<file path="src/hw/rtl/mes_pkg.sv">
// ----------------------------------------------------------------------------
// Mandelbrot escape shade package
// Shared payload types, controller/datapath command and status, FSM states
// and default constants.
// ----------------------------------------------------------------------------
`default_nettype none

package mes_pkg;

	// default configuration of the iteration
	localparam int unsigned MAX_ITER_DEF  = 100;
	localparam int unsigned FRAC_BITS_DEF = 28;

	// fixed field widths
	localparam int unsigned COORD_W = 32;
	localparam int unsigned DIV_W   = 7;
	localparam int unsigned CNT_W   = 7;
	localparam int unsigned SHADE_W = 9;

	// shade scale and convergence denominator (threshold is 2^(2F) / 1e8, rounded up)
	localparam int unsigned SHADE_FULL = 255;
	localparam longint unsigned CONV_DEN = 64'd100000000;

	// shade code for a point that hit the iteration limit
	localparam logic signed [SHADE_W-1:0] SHADE_NONE = -9'sd1;

	// input point
	typedef struct packed {
		logic signed [COORD_W-1:0] c_re;
		logic signed [COORD_W-1:0] c_im;
		logic signed [COORD_W-1:0] start_re;
		logic signed [COORD_W-1:0] start_im;
		logic                      clear_peak;
	} point_t;

	// result item
	typedef struct packed {
		logic signed [SHADE_W-1:0] shade;
		logic [CNT_W-1:0]          iterations;
		logic [CNT_W-1:0]          peak_iterations;
	} result_t;

	// controller to datapath
	typedef struct packed {
		logic load;       // take a new point
		logic step;       // commit z_new and count the iteration
		logic div_start;  // start the shade division
		logic out_load;   // capture the result and update the peak
	} dp_cmd_t;

	// datapath to controller
	typedef struct packed {
		logic stop;       // escaped or at the iteration limit
		logic conv;       // step small enough: converged
		logic div_done;   // shade quotient ready
	} dp_sts_t;

	// controller states
	typedef enum logic [2:0] {
		ST_IDLE,
		ST_MUL,
		ST_UPD,
		ST_DIFF,
		ST_CONV,
		ST_DIV,
		ST_WAIT,
		ST_OUT
	} state_t;

endpackage

`default_nettype wire

</file>
<file path="src/hw/rtl/mes_ctrl.sv">
// ----------------------------------------------------------------------------
// Mandelbrot escape shade controller
// Sequences one point through the iteration loop, the shade division and
// the result register; owns the channel handshakes.
// ----------------------------------------------------------------------------
`default_nettype none

module mes_ctrl (
	input  wire logic             clk,
	input  wire logic             arst_n,
	input  wire logic             in_valid,
	output logic                  in_ready,
	output logic                  out_valid,
	input  wire logic             out_ready,
	output mes_pkg::dp_cmd_t      cmd,
	input  wire mes_pkg::dp_sts_t sts
);
	import mes_pkg::*;

	state_t state_q, state_nxt;
	logic   out_valid_q;
	logic   out_free;

	// result slot is free when empty or being drained this cycle
	assign out_free = !out_valid_q || out_ready;

	// state register
	always_ff @(posedge clk or negedge arst_n) begin
		if (!arst_n) begin
			state_q <= ST_IDLE;
		end else begin
			state_q <= state_nxt;
		end
	end

	// next state
	always_comb begin
		state_nxt = state_q;
		case (state_q)
			ST_IDLE: if (in_valid) state_nxt = ST_MUL;
			ST_MUL:  state_nxt = ST_UPD;
			ST_UPD:  state_nxt = sts.stop ? ST_DIV : ST_DIFF;
			ST_DIFF: state_nxt = ST_CONV;
			ST_CONV: state_nxt = sts.conv ? ST_DIV : ST_MUL;
			ST_DIV:  state_nxt = ST_WAIT;
			ST_WAIT: if (sts.div_done) state_nxt = ST_OUT;
			ST_OUT:  if (out_free) state_nxt = ST_IDLE;
			default: state_nxt = ST_IDLE;
		endcase
	end

	// outputs
	always_comb begin
		cmd       = '0;
		in_ready  = 1'b0;
		case (state_q)
			ST_IDLE: begin
				in_ready = 1'b1;
				cmd.load = in_valid;
			end
			ST_CONV: cmd.step      = !sts.conv;
			ST_DIV:  cmd.div_start = 1'b1;
			ST_OUT:  cmd.out_load  = out_free;
			default: cmd = '0;
		endcase
	end

	// result valid flag
	always_ff @(posedge clk or negedge arst_n) begin
		if (!arst_n) begin
			out_valid_q <= 1'b0;
		end else if (cmd.out_load) begin
			out_valid_q <= 1'b1;
		end else if (out_ready) begin
			out_valid_q <= 1'b0;
		end
	end

	assign out_valid = out_valid_q;

endmodule

`default_nettype wire

</file>
<file path="config.mk">
export PLATFORM = sky130hd
export DESIGN_NAME = mes_ctrl
export DESIGN_NICKNAME = d
export VERILOG_FILES = /design/src/hw/rtl/mes_pkg.sv /design/src/hw/rtl/mes_ctrl.sv
export SDC_FILE = /design/constraint.sdc
export NUM_CORES = 1
export LEC_CHECK = 0
export BUFFER_PORTS_ARGS = -buffer_cell sky130_fd_sc_hd__buf_2
export CORE_AREA = 5 5 42 44
export DETAILED_ROUTE_END_ITERATION = 10
export DIE_AREA = 0 0 47 49
export SKIP_CTS_REPAIR_TIMING = 1
export SYNTH_ARGS = -nofsm -noshare
export SYNTH_HDL_FRONTEND = slang
export SYNTH_SLANG_ARGS = --single-unit
</file>
<file path="constraint.sdc">
create_clock -name clk -period 1.7 [get_ports clk]
set_input_delay 0.085 -clock clk [delete_from_list [all_inputs] [get_ports clk]]
set_output_delay 0.085 -clock clk [all_outputs]
set_load 0.02 [all_outputs]
</file>
* Word-level counts from Yosys, hierarchy flattened
Cells that the tools add are included. W data, S select, Z words.
Word-level totals: register bits after elaboration 4, input bits 7, output and inout bits 6, logic and storage cells 31
Operators by class: equality and inequality tests 10, muxes and demuxes 13, reductions and logical operators 6
Operators with widths (count):
- $pmux W3 S8 | 1
- $mux W3 | 5
- $eq A3 B3 Y1 const B | 4
- $mux W1 | 7
- $eq A3 B2 Y1 const B | 2
- $ne A2 B2 Y1 const B | 3
- $eq A3 B1 Y1 const B | 1
- $logic_not A3 Y1 | 1
- $reduce_and A3 Y1 | 1
- $logic_not A1 Y1 | 2
- $reduce_bool A2 Y1 | 1
- $logic_or A1 B1 Y1 | 1

* Longest topological paths before layout
depth in word-level cells 4, mapped depth 4, depth with buffers taken out 3

* Worst setup path before layout
Ideal clock, no wire load.
path kind reg-to-output, start register state_q[0], end output port cmd[3] (netlist bit), arrival 1.325 ns, required time 1.615 ns, setup slack 0.290 ns, stages on the path, launching flop included 4, buffers on the path 1, cell sequence dfrtp_1 > buf_6 > nor3_1 > and2_1
RTL lines:
- from (decl) | line mes_ctrl.sv:20 | state_t state_q, state_nxt;
- from (signal assigned) | line mes_ctrl.sv:32 | state_q <= state_nxt;
- to (decl) | line mes_ctrl.sv:15 | output mes_pkg::dp_cmd_t cmd,

==> flow_summary.toml <==
[clock_tree]
clkSlewWorstSetupHoldPaths_ns = 0.03
worst_skew_pair.late_latency_ns = 0.23
clock-root-buffer = "sky130_fd_sc_hd__clkbuf_4"
number_of_sinks_on_the_clock_net = 4
clk_path_buf_depth = 2
cts_tree = "done"
cts_buffers = 3
cts_htree_levels = 1

[yosys]
synth_top_family_by_area = "simple AND/OR/NAND/NOR gates"
synth-warning-count = 0
mappedNetlistArea_sq_um = 250
count_of_cell_types_in_the_netlist = 20
netlist_instances = 25
synth_compound_area_frac = 0.195
synth_adder_area_share = 0
synth-seq-area-share = 0.400
yosys-mux-area-fraction = 0.0600
synth_xor_xnor_area_share = 0
synthesis.area_per_instance_sq_um = 10.0
synth_nets = 32
yosys.area_share.simple = 0.270
flops_latches_synth = 4

[timing]
final-max-slew-violation-count = 0
report.final.setup_viol = 0
max-slew-margin-rel = 0.760
tns_ns = 0
report.final.hold_viol_count = 0
final_period_minus_worst_setup_slack_ns = 1.38
timing.final.crit_share = 0.811
grt_setup_unrepaired = "no"
max_slew.worst_pin.slew_ns = 0.360
skew_ns = 0.00269
timing.fmax_mhz = 725

[global_routing]
pin_count_of_the_biggest_net_entering_global_routing = 12
first_global_vias = 217
grt_first_pass_wirelength_microns = 979
grt_overflow_total = 0
number_of_antenna_violations_at_the_first_check_in_global_routing = 0
grt.total_usage = 0.0649

[critical_path]
worst-setup-path-type = "flip-flop to output port"
critical_path_depth = 3
slowest_delay_ns = 0.54
timing.critical_path.to_type = "output port"
worst_ep_arrival_time_ns = 1.29
critical-path-top-delay-family = "flip-flops"
timing.critical_path.cells = "nand3_1 -> nor2b_1 -> buf_2"
critical_path_buf_inv_count = 1
cp_data_required_time_ns = 1.62
path_max_fanout = 11
worst_case_reg_to_reg_path_depth = 3
cp_slowest_cell = "sky130_fd_sc_hd__dfrtp_1"
setup.worst_path.start_class = "flip-flop"

[layout]
final_common_cell = "sky130_fd_sc_hd__buf_2"
layout-area-overhead-vs-synth_pct = 40.5
n_antenna_cell = 0
layout.cells.most_common_list = "sky130_fd_sc_hd__buf_2 (12), sky130_fd_sc_hd__dfrtp_1 (4), sky130_fd_sc_hd__clkbuf_4 (3)"
fillerInstances = 164
finalNetCount = 49
layout.cells.non_filler = 56
final_layout_size_suffix_gt1_frac = 0.525

[drt]
finalWirelength_microns = 579
post_drt_wl_per_cell_microns = 10.3
avgViaCountPerCell = 4.07
drtAntennaViolNets = 0
via_count = 228
remaining_drc_errors = 0
drt_iter0_markers = 3
firstDrtPassIters = 3

[placed_design]
place_hpwl_microns = 462
place_congestion = 0.772
place.detailed.instances = 52
io_buffer_count = 12

[die]
initial_utilization = 0.179
die_height_microns = 49
core_area_sq_um = 1400
die_w_microns = 47
dieArea_sq_um = 2300
core.rowCount = 14
floorplan.io_pins = 13

[power]
leakagePower_nw = 0.179
vdd_ir_drop_max_mv = 0.546
powerDensity_nw_per_um2 = 1940

[hold_path]
min-delay-path-class = "input pin to flip-flop"
holdPathStages = 2

[flow_run]
cap_violations = 0

[outcome]
status = "complete, no violations"
[through the flow]
stage	setup WS [ns]	hold slack (ns)	utilization	area (sq um)	total power, mW
after CTS	0.304	-0.358	0.244	342	0.694
after detailed placement	0.567	-0.108	0.228	319	0.573
final	0.321	0.129	0.251	352	0.681
after floorplan	0.290	-0.211	-	250	0.495
after global routing	0.202	0.139	0.251	352	0.750
after global placement	0.586	-0.107	0.228	319	0.563
[routing by layer]
metal  vias up  track usage  part of all wire
li1        124            -                 -
met1        96       0.0774              0.44
met2         8       0.0724              0.47
met3         0       0.0369             0.095
met4         0       0.0691                 0
met5         -            0                 0
[cells by family (layout without fill, tap and decap cells)]
kind of cell | Yosys count | after routing
mux | 1 | 1
compound gates | 6 | 6
simple gates | 11 | 11
buf+inv | 3 | 18
flops | 4 | 4
[worst paths after layout]
path,start,to,slack (ns)
worst min-delay path,sts[0],state_q[0]$_DFFE_PN0P_,0.13
max in group asynchronous,arst_n,state_q[0]$_DFFE_PN0P_,1.40
worst max-delay path,state_q[0]$_DFFE_PN0P_,cmd[0],0.32
worst max register to register,state_q[0]$_DFFE_PN0P_,state_q[1]$_DFFE_PN0P_,0.56
worst min register to register,out_valid$_DFFE_PN0P_,out_valid$_DFFE_PN0P_,0.54
min in group asynchronous,arst_n,out_valid$_DFFE_PN0P_,0.18
[power breakdown]
part / internal, mW / switching (mW) / total, mW
logic: 0.160 / 0.170 / 0.330
registers: 0.144 / 0.0930 / 0.237
clock network: 0.0788 / 0.0357 / 0.114
total: 0.383 / 0.299 / 0.681
[synthesized netlist by cell type (all sizes together)]
cell / n / area (sq um)
and3: 1 / 7.51
a2bb2oi: 1 / 8.76
o311a: 1 / 10.0
nor2: 2 / 15.0
mux2: 1 / 15.0
o21ai: 3 / 15.0
inv: 2 / 7.50
a221oi: 1 / 15.0
nor2b: 1 / 6.26
nand3: 1 / 5.00
buf: 1 / 11.3
nand2: 2 / 7.51
nor4: 1 / 6.26
dfrtp: 4 / 100
nor3: 1 / 5.00
and2: 1 / 6.26
nand2b: 1 / 8.76
[state kept, by name, indices dropped and copies added (netlist names)]
register and count:
state_q 3, out_valid 1
[cell type report]
cell class	count	area (sq um)	share of cell area
clock buffers	3	22.5	0.0641
multi-input cells	18	131	0.374
inverters	2	7.51	0.0214
well taps	16	20.0	0.0569
flip-flops and latches	4	100	0.285
repair buffers	13	70.1	0.199
Power figures use the tool's default switching activity.
